### src/sv/mks_pkg.sv
// ----------------------------------------------------------------------------
// mks_pkg
// Shared types and constants for the matrix keypad scanner.
// ----------------------------------------------------------------------------
package mks_pkg;

    localparam int PIN_W      = 8;   // row and column pin vector width
    localparam int CODE_W     = 6;
    localparam int ROW_IDX_W  = 3;
    localparam int COL_IDX_W  = 4;
    localparam int COUNT_W    = 4;
    localparam int WAIT_W     = 16;
    localparam int CFG_IDX_W  = 2;
    localparam int CFG_DATA_W = 16;

    localparam int DEFAULT_MAX_ROWS = 8;
    localparam int DEFAULT_MAX_COLS = 8;

    // Configuration register indexes
    localparam logic [CFG_IDX_W-1:0] REG_ROW_COUNT = 2'd0;
    localparam logic [CFG_IDX_W-1:0] REG_COL_COUNT = 2'd1;
    localparam logic [CFG_IDX_W-1:0] REG_DEBOUNCE  = 2'd2;

    localparam logic [COUNT_W-1:0] RESET_ROW_COUNT = 4'd4;
    localparam logic [COUNT_W-1:0] RESET_COL_COUNT = 4'd4;
    localparam logic [WAIT_W-1:0]  RESET_DEBOUNCE  = 16'd50;

    typedef enum logic [2:0] {
        PH_IDLE = 3'b001,
        PH_WAIT = 3'b010,
        PH_ROWS = 3'b100
    } phase_t;

    typedef struct packed {
        logic [COUNT_W-1:0] row_count;
        logic [COUNT_W-1:0] col_count;
        logic [WAIT_W-1:0]  debounce_ticks;
    } cfg_t;

    typedef struct packed {
        phase_t               phase;
        logic [ROW_IDX_W-1:0] scan_row;
        logic [COL_IDX_W-1:0] scan_col;
        logic [WAIT_W-1:0]    wait_count;
    } state_t;

    typedef struct packed {
        logic [CODE_W-1:0] key_code;
        logic              key_pressed;
        logic              scan_done;
        logic [PIN_W-1:0]  row_drive;
    } result_t;

endpackage

### src/sv/mks_step.sv
// ----------------------------------------------------------------------------
// mks_step
// Next-state and result logic for one scan tick.
// ----------------------------------------------------------------------------
module mks_step #(
    parameter int MAX_ROWS = mks_pkg::DEFAULT_MAX_ROWS,
    parameter int MAX_COLS = mks_pkg::DEFAULT_MAX_COLS
) (
    input  mks_pkg::cfg_t                  cfg,
    input  mks_pkg::state_t                state_cur,
    input  logic [mks_pkg::PIN_W-1:0]      col_levels,
    output mks_pkg::state_t                state_nxt,
    output mks_pkg::result_t               result
);

    localparam int ROW_LIM_I = (MAX_ROWS < mks_pkg::PIN_W) ? MAX_ROWS : mks_pkg::PIN_W;
    localparam int COL_LIM_I = (MAX_COLS < mks_pkg::PIN_W) ? MAX_COLS : mks_pkg::PIN_W;
    localparam logic [mks_pkg::COUNT_W-1:0] ROW_LIM = mks_pkg::COUNT_W'(ROW_LIM_I);
    localparam logic [mks_pkg::COUNT_W-1:0] COL_LIM = mks_pkg::COUNT_W'(COL_LIM_I);

    logic [mks_pkg::COUNT_W-1:0]   rows;
    logic [mks_pkg::COUNT_W-1:0]   cols;
    logic [mks_pkg::PIN_W-1:0]     all_low;
    logic [mks_pkg::PIN_W-1:0]     cand;
    logic                          found;
    logic [mks_pkg::COL_IDX_W-1:0] found_col;
    logic                          col_low;
    logic [mks_pkg::PIN_W-1:0]     code_sum;
    logic [mks_pkg::COUNT_W-1:0]   row_inc;

    // Clamp counts into 1..limit
    always_comb begin
        if (cfg.row_count == '0) begin
            rows = 4'd1;
        end else if (cfg.row_count > ROW_LIM) begin
            rows = ROW_LIM;
        end else begin
            rows = cfg.row_count;
        end
        if (cfg.col_count == '0) begin
            cols = 4'd1;
        end else if (cfg.col_count > COL_LIM) begin
            cols = COL_LIM;
        end else begin
            cols = cfg.col_count;
        end
    end

    // Used rows low, unused rows high; candidate columns for the search
    always_comb begin
        for (int i = 0; i < mks_pkg::PIN_W; i++) begin
            all_low[i] = (mks_pkg::COUNT_W'(i) >= rows);
            cand[i]    = !col_levels[i]
                         && (mks_pkg::COL_IDX_W'(i) >= state_cur.scan_col)
                         && (mks_pkg::COUNT_W'(i) < cols);
        end
    end

    // Lowest candidate column wins
    always_comb begin
        found     = 1'b0;
        found_col = '0;
        for (int i = mks_pkg::PIN_W - 1; i >= 0; i--) begin
            if (cand[i]) begin
                found     = 1'b1;
                found_col = mks_pkg::COL_IDX_W'(i);
            end
        end
    end

    assign col_low  = (state_cur.scan_col < cols)
                      && ({1'b0, state_cur.scan_row} < rows)
                      && !col_levels[state_cur.scan_col[mks_pkg::ROW_IDX_W-1:0]];
    assign code_sum = 8'(state_cur.scan_row) * 8'(cols) + 8'(state_cur.scan_col);
    assign row_inc  = {1'b0, state_cur.scan_row} + 4'd1;

    always_comb begin
        state_nxt          = state_cur;
        result.row_drive   = all_low;
        result.scan_done   = 1'b0;
        result.key_pressed = 1'b0;
        result.key_code    = '0;

        unique case (state_cur.phase)
            mks_pkg::PH_WAIT: begin
                if (state_cur.wait_count > 16'd1) begin
                    state_nxt.wait_count = state_cur.wait_count - 16'd1;
                end else begin
                    state_nxt.wait_count = '0;
                    state_nxt.phase      = mks_pkg::PH_ROWS;
                    state_nxt.scan_row   = '0;
                    result.row_drive     = 8'hFE;
                end
            end
            mks_pkg::PH_ROWS: begin
                if (col_low) begin
                    result.scan_done   = 1'b1;
                    result.key_pressed = 1'b1;
                    result.key_code    = code_sum[mks_pkg::CODE_W-1:0];
                    state_nxt.phase    = mks_pkg::PH_IDLE;
                    state_nxt.scan_col = '0;
                end else if (row_inc < rows) begin
                    state_nxt.scan_row = row_inc[mks_pkg::ROW_IDX_W-1:0];
                    result.row_drive   = ~(8'h01 << row_inc[mks_pkg::ROW_IDX_W-1:0]);
                end else begin
                    // column exhausted: restore all used rows low, try next column
                    state_nxt.phase    = mks_pkg::PH_IDLE;
                    state_nxt.scan_row = '0;
                    state_nxt.scan_col = state_cur.scan_col + 4'd1;
                end
            end
            default: begin
                // idle, and any illegal phase code
                if (!found) begin
                    result.scan_done   = 1'b1;
                    state_nxt.phase    = mks_pkg::PH_IDLE;
                    state_nxt.scan_col = '0;
                end else begin
                    state_nxt.scan_col = found_col;
                    if (cfg.debounce_ticks == '0) begin
                        state_nxt.phase    = mks_pkg::PH_ROWS;
                        state_nxt.scan_row = '0;
                        result.row_drive   = 8'hFE;
                    end else begin
                        state_nxt.phase      = mks_pkg::PH_WAIT;
                        state_nxt.wait_count = cfg.debounce_ticks;
                    end
                end
            end
        endcase
    end

endmodule

### src/sv/matrix_keypad_scanner.sv
// ----------------------------------------------------------------------------
// matrix_keypad_scanner
// Keypad matrix scanner with debounce, one column sample per scan tick.
// ----------------------------------------------------------------------------
// Each transaction on the s_ channel is one sampled column word; each brings
// exactly one m_ transaction carrying the row pattern to drive on the next
// tick plus scan status. The block takes one item per clock cycle unless
// the m_ side stalls: the tick logic sits between the scan state registers
// and a single output register, and s_tready stays high as long as that
// output register is empty or being drained. Configuration writes take
// effect on the clock edge at which cfg_wr_en is high.
// ----------------------------------------------------------------------------
module matrix_keypad_scanner #(
    parameter int MAX_ROWS = mks_pkg::DEFAULT_MAX_ROWS,
    parameter int MAX_COLS = mks_pkg::DEFAULT_MAX_COLS
) (
    input  logic                             aclk,
    input  logic                             aresetn,
    input  logic                             cfg_wr_en,
    input  logic [mks_pkg::CFG_IDX_W-1:0]    cfg_index,
    input  logic [mks_pkg::CFG_DATA_W-1:0]   cfg_wdata,
    input  logic                             s_tvalid,
    output logic                             s_tready,
    input  logic [7:0]                       s_tdata,   // [7:0] col_levels
    output logic                             m_tvalid,
    input  logic                             m_tready,
    // [7:0] row_drive, [8] scan_done, [9] key_pressed, [15:10] key_code
    output logic [15:0]                      m_tdata
);

    mks_pkg::cfg_t    cfg_reg;
    mks_pkg::state_t  state_reg;
    mks_pkg::state_t  state_next;
    mks_pkg::result_t result_next;
    logic             m_tvalid_reg;
    logic [15:0]      m_tdata_reg;
    logic             s_accept;

    assign s_tready = !m_tvalid_reg || m_tready;
    assign s_accept = s_tvalid && s_tready;
    assign m_tvalid = m_tvalid_reg;
    assign m_tdata  = m_tdata_reg;

    mks_step #(
        .MAX_ROWS(MAX_ROWS),
        .MAX_COLS(MAX_COLS)
    ) u_step (
        .cfg       (cfg_reg),
        .state_cur (state_reg),
        .col_levels(s_tdata),
        .state_nxt (state_next),
        .result    (result_next)
    );

    always_ff @(posedge aclk) begin
        if (!aresetn) begin
            cfg_reg.row_count      <= mks_pkg::RESET_ROW_COUNT;
            cfg_reg.col_count      <= mks_pkg::RESET_COL_COUNT;
            cfg_reg.debounce_ticks <= mks_pkg::RESET_DEBOUNCE;
        end else if (cfg_wr_en) begin
            case (cfg_index)
                mks_pkg::REG_ROW_COUNT: cfg_reg.row_count      <= cfg_wdata[3:0];
                mks_pkg::REG_COL_COUNT: cfg_reg.col_count      <= cfg_wdata[3:0];
                mks_pkg::REG_DEBOUNCE:  cfg_reg.debounce_ticks <= cfg_wdata;
                default: ;  // drop writes to unmapped indexes
            endcase
        end
    end

    always_ff @(posedge aclk) begin
        if (!aresetn) begin
            state_reg.phase      <= mks_pkg::PH_IDLE;
            state_reg.scan_row   <= '0;
            state_reg.scan_col   <= '0;
            state_reg.wait_count <= '0;
        end else if (s_accept) begin
            state_reg <= state_next;
        end
    end

    always_ff @(posedge aclk) begin
        if (!aresetn) begin
            m_tvalid_reg <= 1'b0;
        end else if (s_accept) begin
            m_tvalid_reg <= 1'b1;
        end else if (m_tready) begin
            m_tvalid_reg <= 1'b0;
        end
    end

    always_ff @(posedge aclk) begin
        if (s_accept) begin
            m_tdata_reg <= {result_next.key_code, result_next.key_pressed,
                            result_next.scan_done, result_next.row_drive};
        end
    end

    a_pressed_needs_done: assert property (@(posedge aclk) disable iff (!aresetn)
        m_tvalid && m_tdata[9] |-> m_tdata[8])
        else $error("key_pressed without scan_done");

    a_code_needs_pressed: assert property (@(posedge aclk) disable iff (!aresetn)
        m_tvalid && (m_tdata[15:10] != 6'd0) |-> m_tdata[9])
        else $error("nonzero key_code without key_pressed");

    a_done_rows_low: assert property (@(posedge aclk) disable iff (!aresetn)
        m_tvalid && m_tdata[8] |-> !m_tdata[0])
        else $error("finished scan does not drive row 0 low");

    a_wait_nonzero: assert property (@(posedge aclk) disable iff (!aresetn)
        state_reg.phase == mks_pkg::PH_WAIT |-> state_reg.wait_count != '0)
        else $error("debounce wait with zero count");

    a_stall_blocks_input: assert property (@(posedge aclk) disable iff (!aresetn)
        m_tvalid && !m_tready |-> !s_tready)
        else $error("input accepted while result stalled");

endmodule
### config.mk
export PLATFORM = sky130hd
export DESIGN_NAME = matrix_keypad_scanner
export DESIGN_NICKNAME = d
export VERILOG_FILES = /design/src/sv/mks_pkg.sv /design/src/sv/mks_step.sv /design/src/sv/matrix_keypad_scanner.sv
export SDC_FILE = /design/constraint.sdc
export NUM_CORES = 1
export LEC_CHECK = 0
export BUFFER_PORTS_ARGS = -buffer_cell sky130_fd_sc_hd__buf_4
export CORE_MARGIN = 8
export CORE_UTILIZATION = 51
export CTS_CLUSTER_SIZE = 8
export DETAILED_ROUTE_END_ITERATION = 12
export PLACE_DENSITY = 0.79
export SETUP_SLACK_MARGIN = 0.15
export SLEW_MARGIN = 25
export SYNTH_ARGS = -nofsm -noshare
export SYNTH_HDL_FRONTEND = slang
export SYNTH_SLANG_ARGS = --single-unit
### constraint.sdc
create_clock -name aclk -period 7.8 [get_ports aclk]
set_input_delay 1.56 -clock aclk [delete_from_list [all_inputs] [get_ports aclk]]
set_output_delay 1.56 -clock aclk [all_outputs]
set_load 0.01 [all_outputs]
## Yosys cells after proc, flatten, opt, wreduce, memory -nomap -nowiden

Index checks and enable logic that the tools add are counted.

| storage, ports and cells | value |
|---|---|
| flip-flop bits (word level) | 67 |
| input bits | 31 |
| bits in latches | 0 |
| memory bits (read-only) | 0 |
| memories | 0 |
| logic and storage cells | 156 |
| output and inout bits | 18 |
| memory bits (writable) | 0 |

| operators by class | value |
|---|---|
| multiplexer cells | 51 |
| div/mod/pow operators | 0 |
| reduce and logical (&&, ||, !) cells | 46 |
| magnitude comparators | 31 |
| bitwise logic cells | 3 |
| eq/ne operators | 8 |
| multipliers | 1 |
| shift-type cells | 1 |
| add/sub/neg operators | 4 |

Operators by type and width:

| kind | number |
|---|---|
| $mux 16 | 3 |
| $mux 3 | 16 |
| $mux 8 | 5 |
| $ge 3x4->1 const A | 8 |
| $pmux 16 s2 | 1 |
| $mux 4 | 7 |
| $logic_and 1x1->1 | 19 |
| $ge 1x4->1 const A | 4 |
| $ge 2x4->1 const A | 4 |
| $gt 16x1->1 const B | 1 |
| $logic_not 16->1 | 1 |
| $lt 3x4->1 const A | 4 |
| $pmux 8 s2 | 1 |
| $sub 16x1->16 const B | 1 |
| $mux 1 | 12 |
| $pmux 6 s2 | 1 |
| $logic_not 1->1 | 10 |
| $gt 4x4->1 const B | 2 |
| $logic_not 4->1 | 2 |
| $lt 1x4->1 const A | 2 |
| $lt 2x4->1 const A | 2 |
| $lt 4x4->1 | 2 |
| $not 8->8 | 1 |
| $pmux 4 s2 | 1 |
| 26 further kinds | 35 |

## Depth between registers and ports, before layout

Gate-level depths: netlist of the first run.

| depth | value |
|---|---|
| depth after elaboration | 15 |
| mapped depth | 13 |

## Cells and area by module

From an unflattened synthesis of the first run, not the netlist that was laid out.

| unflattened totals | value |
|---|---|
| cells, all modules | 559 |
| area total of the unflattened synthesis | 4558.1 µm² |

By module, submodules not included:

| module | times used | cells each | area each (µm²) |
|---|---|---|---|
| matrix_keypad_scanner | 1 | 231 | 2414.8 |
| mks_step | 1 | 328 | 2143.3 |

## Worst setup path before layout of the first run

Ideal clock, no wire load.

| path | value |
|---|---|
| path type | input-to-output |
| from | input m_tready |
| to | output s_tready |
| data required time | 6.240 ns |
| arrival time | 1.743 ns |
| stages on the path | 1 |
| path slack | 4.497 ns |
| path through | nand2b_1 |

| between the ends | value |
|---|---|
| cells in the longest elaborated chain, start to end | 1 |

Ends and longest elaborated chain:

| item | line | RTL |
|---|---|---|
| start, declared | matrix_keypad_scanner.sv:26 | `input logic m_tready,` |
| $logic_or 1x1->1 | matrix_keypad_scanner.sv:39 | `assign s_tready = !m_tvalid_reg \|\| m_tready;` |
| end, declared | matrix_keypad_scanner.sv:23 | `output logic s_tready,` |

Every way passes these cells.

## Worst setup path in the final report of the first run

Ends and elaborated chain as after synthesis.

==> results of run 1 <==
[tightest hold or removal path, cell delays in order, from the launching register on]
cell and delay, ns:
dfxtp_1 0.32, nand2_1 0.06, a21oi_1 0.05
[cell families after synthesis]
kind of cell,after synthesis
adders and majority gates,32
DFF,67
xor gates and xnor gates,8
and+or+nand+nor,208
AOI/OAI and AO/OA,136
buffers and inverters,54
muxes,12
[cell usage after synthesis (3+ instances only)]
cell / instances
nor3_1: 19
a221oi_1: 3
xor2_1: 4
a211oi_2: 4
inv_1: 27
xnor2_1: 4
nand2_1: 80
nor3b_1: 3
o21ai_0: 15
or4_1: 4
ha_1: 27
buf_2: 8
nand3b_1: 3
and2_1: 9
edfxtp_1: 16
a32oi_1: 6
clkbuf_1: 13
o32ai_1: 3
nand3_1: 10
o31ai_1: 13
o211ai_1: 7
nor2b_1: 4
nand2b_1: 7
dfxtp_1: 51
nor4_1: 10
fa_1: 5
a21o_1: 6
nor2_1: 42
mux2i_1: 12
and3_1: 4
o2bb2ai_1: 3
a21oi_1: 38
[power by group through the flow]
stage	Clock, µW	Sequential, µW	Combinational, µW
final	329	393	162
after global routing	348	395	177
after CTS	333	392	159
after detailed placement	0	400	158
after global placement	0	399	154
after floorplan	0	394	116
[worst max path at each step]
stage	startpoint	endpoint	slack (ns)	depth (start not counted)
3_5_place_dp	m_tready	state_reg[7]$_SDFFE_PN0P_	4.08	8
2_1_floorplan	m_tready	s_tready	4.50	1
4_1_cts	m_tready	s_tready	4.27	3
3_3_place_gp	m_tready	state_reg[1]$_SDFFE_PN0P_	4.23	8
5_1_grt	state_reg[21]$_SDFFE_PN0P_	state_reg[17]$_SDFFE_PN0P_	4.23	9
6_report	m_tready	s_tready	4.27	3
[metrics by stage]
step | utilization | cell area [µm²] | hold WS, ns | power (µW)
2_1_floorplan | - | 4383 | 0.4486 | 510.1
3_3_place_gp | 0.5588 | 4755 | 0.4673 | 553.1
3_5_place_dp | 0.5588 | 4755 | 0.4645 | 557.9
4_1_cts | 0.5860 | 4986 | 0.4754 | 884.4
5_1_grt | 0.5869 | 4994 | 0.5095 | 920.6
6_report | 0.5869 | 4994 | 0.4730 | 883.7
[cells in the final DEF, fill, tap and decap left out, types with 4 or more instances in the layout]
master / instances
edfxtp_1: 16
xor2_1: 4
mux2i_1: 12
ha_1: 27
nand2b_1: 7
o211ai_1: 7
clkbuf_8: 10
or4_1: 4
nand3_1: 10
nor3_1: 19
o21ai_0: 15
xnor2_1: 4
buf_4: 49
nand2_1: 80
a21o_1: 6
and2_1: 9
nor2b_1: 4
a21oi_1: 38
nor2_1: 42
fa_1: 5
dfxtp_1: 51
nor4_1: 10
a32oi_1: 6
and3_1: 4
inv_1: 27
o31ai_1: 13
[area by class of cell]
class                      instances  area share
multi-input combinational        396      0.5319
clock buffer                      13     0.03834
inverter                          27     0.02030
sequential                        67      0.3007
tap                              108     0.02706
clock inverter                     3    0.008018
timing repair buffer              49     0.07367
[routing by layer]
| layer | vias up | wire length, µm | global-route usage | share of wire |
|---|---|---|---|---|
| met5 | - | 0 | 0 | 0 |
| met4 | 0 | 181 | 0.08309 | 0.016 |
| met3 | 18 | 842 | 0.04078 | 0.076 |
| met2 | 164 | 5145 | 0.3091 | 0.46 |
| met1 | 1927 | 4979 | 0.2502 | 0.45 |
| li1 | 1948 | - | - | - |
==> run metrics, run 1 <==
Placed Cells incl. Taps=647; Worst path max stage delay=between 0.15 and 0.2 ns; vias in the first global route=3885; Seq/Total Area, Yosys=0.3426; GR Overflow Total=0; hold path endpoint=cfg_reg[7]$_SDFFE_PN0P_; Async S/R FF share, synth=0; Synth area leader=dfxtp_1; FF-to-FF End=state_reg[17]$_SDFFE_PN0P_; die area=11820 µm²; Residual DRC=0; clk root buf=clkbuf_8; Synth Area in Compound Gates=0.2278; Via density=6.119; I/O pins=49; pre-CTS WS=4.083 ns; Post-synth EDFFs=16; Final Hold Viols=0; Int Pwr=about 630 µW; Worst IR Drop VDD=0.1692 mV; Critical Path Source Type=input port; nets=613; Clock Skew=0.007587 ns; largest cells by area after synthesis=dfxtp_1 23%, edfxtp_1 11%, ha_1 7.7%, nand2_1 6.9%, a21oi_1 4.3%; hold buffers post-CTS=0; max reg flops=26; H-tree levels=3; Hold WC Path Type=flop to flop; CTS Buf Count=9; Synth cell types=between 70 and 80; die height=108.7 µm; die extent in x=approximately 110 µm; CTS tree=built; multi-input logic area=2656 µm²; reg2reg setup slack=4.52 ns; relative slew slack=0.4266; # resized after CTS=0; Mapped Cells=517; pwr dens=177.0 nW/µm²; Post-Synth Adder-Cell Area=0.09991; critical path's top delay family=buffers and inverters; Static Leak=0.002097 µW; CP max-delay cell=nand2b_1; Sum Neg Setup Slack=0 ns; final setup violation count=0; 1st-pass router iterations=5; Clk pwr share=0.373; worst r2r src=state_reg[20]$_SDFFE_PN0P_; Max-Cap Viols=0; Max Clk Rate=approximately 0.28 GHz; Core Box Area=8508 µm²; diode count=0; GRT Total Usage=0.1943; r2r worst-path depth=9; Worst Path Buf+Inv=2; area delta synth->final=13.93%; Mean Syn Cell Area=8.478 µm²; syn_nets=580; largest net degree at the start of global routing=33; Yosys top cell area share=0.2329; drt total wl=11150 µm; Critical Path RT=6.24 ns; Clock transition at path regs=~0.07 ns; Post-Synth XOR/XNOR Area=0.01599; Detailed Route Iter0 Violations=slightly above 400; register share of total power=0.445; I/O Buffers=48; Final Max Slew Viols=0; post-synthesis simple-gate area fraction=0.2332; vias=4057; combinational fraction of design power=0.183; share of layout cells above drive strength 1=0.1532; Non-Filler Instances=663; main combinational cell family by area after synthesis=simple AND/OR/NAND/NOR gates; NetSw=249.6 µW; detailed placement HPWL=about 8300 µm; initial core utilization=0.5151; RePlAce Congestion=between 0.9 and 1; initial antenna violation count=0; most frequent cell on the critical path=buf_4; CP endpoint kind=output port; multiplexer share of the synthesized area=0.02741; Setup WS post-layout=4.268 ns; mapped cell area=4383 µm²; transition time of the tightest slew-check pin=0.8570 ns; switch share=0.2825; critical path arrival=1.97 ns; register bit total from synthesis=between 60 and 70; row count=34; Worst-Skew Late Latency=0.34 ns; Synth Warn #=0; outcome=finished, final reports clean; first-pass GRT wire length=about 19000 µm; # Post-CTS Setup Buffers=0; RSZ-0062 raised after global routing=false; crit-path max FO=3; area taken by flip-flops and latches=1501 µm²; hold path start=cfg_reg[7]$_SDFFE_PN0P_; WL/cell=16.81 µm; part of the cycle the worst path needs=0.4528; cell chain of the critical path=buf_4, nand2b_1, buf_4; maximum clock path buffer count=2; antenna-violating nets left=0; Synth Flop Type=dfxtp_1; CTS sink count=67; worst setup path class=input port to output port; fill count=779; minimum clock period=3.532 ns; Worst Hold Depth=2
Power figures use the tool's default switching activity.
==> run 2: changes to the inputs <==
Settings changed: PLACE_DENSITY 0.79 to 0.82.
Clock period 7.8 ns to 2.9 ns, I/O delays scaled along.
==> run 2 against run 1 <==
- clock power increased by 120%
- critical path depth up 8
- final cell count up 4.5%
- wire length grew 8.2%
- global-route usage is 0.97 points higher
- worst hold slack worse by 0.023 ns
==> run metrics, run 2 (synthesis gave the netlist of run 1 again) <==
outcome=finished, final reports clean; I/O Buffers=48; Setup WS post-layout=roughly 0.048 ns; worst setup path class=flop to flop; H-tree levels=3; GRT Total Usage=0.2040; worst r2r src=cfg_reg[17]$_SDFFE_PN0P_; commonest non-fill, non-tap cells in the layout=79 x nand2_1, 77 x buf_4, 48 x dfxtp_1, 41 x nor2_1, 35 x a21oi_1; die height=108.7 µm; I/O pins=49; design area=5221 µm²; row count=34; Residual DRC=0; Clock transition at path regs=0.08 ns; CP endpoint kind=flop; Max Clk Rate=0.3506 GHz; Clock Skew=0.01331 ns; initial core utilization=0.5151; clk root buf=clkbuf_8; reg2reg setup slack=0.05 ns; final setup violation count=0; CTS tree=built; hold buffers post-CTS=0; crit-path max FO=3; Core Box Area=approximately 8500 µm²; initial antenna violation count=0; detailed placement HPWL=8733 µm; area delta synth->final=19.13%; GR Layer Usage met2=0.3191; Worst IR Drop VDD=roughly 0.27 mV; die extent in x=~110 µm; largest net degree at the start of global routing=34; GR Overflow Total=0; Hold WC Path Type=input port to flop; Critical Path RT=3.02 ns; share of layout cells above drive strength 1=0.2188; critical path arrival=2.97 ns; vias in the first global route=4038; 1st-pass router iterations=5; Via density=between 6 and 7; max reg flops=26; Critical Path Source Type=flop; CTS Buf Count=9; Final Max Slew Viols=0; Static Leak=0.002232 µW; pre-CTS WS=~0.034 ns; met3 Use GR=0.05024; end of the critical path=m_tdata[15]$_SDFFCE_PN0P_; diode count=0; maximum clock path buffer count=2; minimum clock period=2.852 ns; Placed Area=~5000 µm²; antenna-violating nets left=0; nets=643; Worst Hold Depth=3; transition time of the tightest slew-check pin=0.7707 ns; drt total wl=between 10000 and 15000 µm; Worst-Skew Late Latency=around 0.35 ns; relative slew slack=0.4851; r2r worst-path depth=11; part of the cycle the worst path needs=0.9836; met1 usage=0.2727; Max-Cap Viols=0; Final Hold Viols=0; Crit. Startpoint=cfg_reg[17]$_SDFFE_PN0P_; CTS sink count=67; RePlAce Congestion=between 0.9 and 1; Layout Utilization=0.6137; RSZ-0062 raised after global routing=true; vias=~4300; commonest non-fill, non-tap cell in the layout=nand2_1; pwr dens=between 400 and 500 nW/µm²; WL/cell=17.41 µm; die area=11820 µm²; first-pass GRT wire length=19530 µm; Top Usage Layer GRT=met2; FF-to-FF End=m_tdata[15]$_SDFFCE_PN0P_; Detailed Route Iter0 Violations=around 560
-- run 2: through the flow --
stage          setup TNS (ns)  power [µW]  hold slack (ns)  instances
6_report                    0        2246           0.4501        693
2_1_floorplan               0        1376           0.4486        517
3_3_place_gp                0        1506           0.4654        670
3_5_place_dp                0        1523           0.4659        670
4_1_cts                     0        2214           0.4475        687
5_1_grt               -0.1643        2336           0.4639        693
-- run 2: final cells by class --
class	instances	area (µm²)
fillers	709	3287
multi-input cells	397	2719
flip-flops and latches	67	1505
repair buffers	78	589.3
clock buffers	12	145.1
well taps	108	135.1
inverters	27	101.3
clock inverters	4	26.28
-- run 2: metal layers --
layer	wire length, µm	share of wire	vias up
met5	0	0	-
met4	226	0.019	0
met3	1197	0.099	27
met2	5412	0.45	236
met1	5229	0.43	1993
li1	-	-	2012
-- run 2: timing repair --
action | in CTS | in global routing
setup endpoints to repair | 3 | 21
gates cloned | 0 | 1
resized for setup | 2 | 8
setup buffers | 1 | 5
pin swaps | 4 | 8
-- run 2: worst min-delay path by stage --
stage,startpoint,end,slack [ns]
2_1_floorplan,cfg_reg[6]$_SDFFE_PN0P_,cfg_reg[6]$_SDFFE_PN0P_,0.45
3_3_place_gp,cfg_reg[9]$_SDFFE_PN0P_,cfg_reg[9]$_SDFFE_PN0P_,0.47
3_5_place_dp,cfg_reg[7]$_SDFFE_PN0P_,cfg_reg[7]$_SDFFE_PN0P_,0.47
4_1_cts,cfg_wdata[4],cfg_reg[4]$_SDFFE_PN1P_,0.45
5_1_grt,cfg_wdata[5],cfg_reg[5]$_SDFFE_PN1P_,0.46
6_report,cfg_wdata[5],cfg_reg[5]$_SDFFE_PN1P_,0.45
-- run 2: power by group --
part	internal, µW	switching (µW)	leakage, µW
clock network	333	377	0.0000829
registers	1000	45.4	0.000569
logic	207	282	0.00158
total	1540	705	0.00223
-- run 2: worst max-delay path, cell delays in order, from the launching register on --
cell	delay [ns]
dfxtp_2	0.34
o21ba_4	0.22
nor2_1	0.08
nand2_1	0.08
fa_1	0.48
inv_1	0.05
fa_1	0.51
fa_2	0.36
a21o_1	0.20
a21oi_2	0.13
xnor2_1	0.12
nor2_1	0.05
==> run 3: changes to the inputs <==
Settings changed: CELL_PAD_IN_SITES_DETAIL_PLACEMENT set to 2, CELL_PAD_IN_SITES_GLOBAL_PLACEMENT set to 2, CORE_UTILIZATION 51 to 32, PLACE_DENSITY 0.82 to 0.84.
==> run 3 against run 2 <==
- the flow now finishes with violations (negative setup slack)
- worst hold slack gained 0.011 ns
- first-iteration DRC count shrank 50%
- die area grew 50%
- final cell count grew 12%
- sequential share of layout area shrank 2.1 points
- clock-buffer cell count grew 2
- fmax shrank 3.3%
- non-clock buffer count grew 13
- clock skew shrank 0.0017 ns
- sequential power is essentially flat
- clock power grew 58%
- critical path type unchanged
==> run metrics, run 3 (synthesis gave the netlist of run 1 again) <==
outcome=finished with violations; failing checks=negative setup slack; CP endpoint kind=flop; met3 routed WL=979 µm; fill count=1449; Static Leak=0.002359 µW; die height=between 100 and 150 µm; diode count=0; Clock transition at path regs=roughly 0.06 ns; antenna-violating nets left=0; nets=approximately 660; critical path arrival=3.04 ns; Critical Path RT=2.99 ns; minimum clock period=2.949 ns; die extent in x=133.0 µm; hold buffers post-CTS=0; die area=17700 µm²; row count=42; share of layout cells above drive strength 1=0.2671; GR Overflow Total=0; Worst IR Drop VDD=0.3189 mV; Final Hold Viols=0; I/O pins=49; vias=4526; detailed placement HPWL=~13000 µm; Core Box Area=13300 µm²; CTS sink count=67; first-pass GRT wire length=28120 µm; 1st-pass router iterations=5; CTS tree=built; max reg flops=26; Residual DRC=0; met2 wire length=9069 µm; WL/cell=23.54 µm; Via density=5.840; Critical Path Source Type=flop; Hold WC Path Type=input port to flop; Clock Skew=0.01163 ns; Setup WS post-layout=-0.04865 ns; initial antenna violation count=1; Final Power=roughly 2700 µW; Worst-Skew Late Latency=0.35 ns; clk root buf=clkbuf_16; Max Clk Rate=0.3391 GHz; commonest non-fill, non-tap cell in the layout=buf_4; Layout Utilization=0.4257; CTS Buf Count=9; relative slew slack=0.4433; commonest non-fill, non-tap cells in the layout=87 x buf_4, 77 x nand2_1, 44 x dfxtp_1, 40 x nor2_1, 34 x a21oi_1; worst setup path class=flop to flop; Max-Cap Viols=0; wl on met1=7810 µm; GRT Total Usage=0.2006; part of the cycle the worst path needs=1.017; Detailed Route Iter0 Violations=about 280; I/O Buffers=48; pwr dens=483.6 nW/µm²; drt total wl=about 18000 µm; transition time of the tightest slew-check pin=0.8332 ns; RePlAce Congestion=slightly below 0.9; area delta synth->final=29.12%; highest metal used=met5; RSZ-0062 raised after global routing=true; vias in the first global route=a little under 5000; crit-path max FO=3; maximum clock path buffer count=2; Final Max Slew Viols=0; H-tree levels=3; initial core utilization=0.3297; largest net degree at the start of global routing=31; final setup violation count=1
[run 3: changes by cell type in the layout (fill, tap and decap cells not counted), moves of 3 or more]
cell | before | now
buf_4 | 77 | 87
clkbuf_16 | 0 | 9
clkbuf_8 | 10 | 2
dfxtp_1 | 48 | 44
dfxtp_2 | 3 | 6
ha_1 | 26 | 23
ha_4 | 0 | 3
nor3_1 | 19 | 16
[run 3: repair_timing]
action,4_1_cts,5_1_grt
setup endpoints to repair,17,20
cloned,1,2
pin swaps,4,6
buffers inserted,4,3
resized for setup,12,26
[run 3: per-stage QoR]
stage / setup TNS, ns / worst slack, ns / area, µm² / hold slack (ns) / std cells
after floorplan: 0 / 0.04588 / 4434 / 0.4486 / 517
after global placement: 0 / 0.1044 / 5131 / 0.4723 / 749
after detailed placement: -0.01430 / -0.01430 / 5131 / 0.4800 / 749
after CTS: -0.008380 / -0.008380 / 5522 / 0.4553 / 770
after global routing: -0.1801 / -0.1227 / 5659 / 0.4642 / 775
final: -0.04865 / -0.04865 / 5659 / 0.4613 / 775
[run 3: final timing paths]
kind | start | slack (ns) | endpoint | depth (start not counted)
worst max-delay path | cfg_reg[17]$_SDFFE_PN0P_ | -0.05 | m_tdata[15]$_SDFFCE_PN0P_ | 11
worst min register to register | cfg_reg[8]$_SDFFE_PN0P_ | 0.48 | cfg_reg[8]$_SDFFE_PN0P_ | 2
worst max register to register | cfg_reg[17]$_SDFFE_PN0P_ | -0.05 | m_tdata[15]$_SDFFCE_PN0P_ | 11
worst min-delay path | cfg_wdata[5] | 0.46 | cfg_reg[5]$_SDFFE_PN1P_ | 3
[run 3: metal layers]
metal | track usage | up-vias
met5 | 0 | -
met4 | 0.07192 | 2
met1 | 0.2297 | 2322
li1 | - | 2040
met3 | 0.05337 | 31
met2 | 0.3503 | 131
[run 3: area by class of cell]
type | instances | area [µm²] | area share
Clock buffer | 14 | 264.0 | 0.04665
Clock inverter | 2 | 35.03 | 0.006191
Inverter | 27 | 101.3 | 0.01791
Multi-Input combinational cell | 398 | 2834 | 0.5008
Sequential cell | 67 | 1513 | 0.2673
Tap cell | 176 | 220.2 | 0.03891
Timing Repair Buffer | 91 | 691.9 | 0.1223
[run 3: power breakdown]
| part | internal (µW) | total [µW] | switching, µW |
|---|---|---|---|
| Clock | 712 | 1120 | 410 |
| Sequential | 1000 | 1050 | 50.9 |
| Combinational | 223 | 561 | 338 |
[run 3: worst max-delay path, cell delays in order, from the launching register on]
cell	delay, ns
dfxtp_2	0.34
o21ba_4	0.23
nor2_4	0.08
nand2_2	0.06
fa_1	0.50
inv_2	0.05
fa_2	0.45
fa_2	0.38
a21o_1	0.21
a21oi_2	0.17
xnor2_1	0.16
nor2_1	0.07
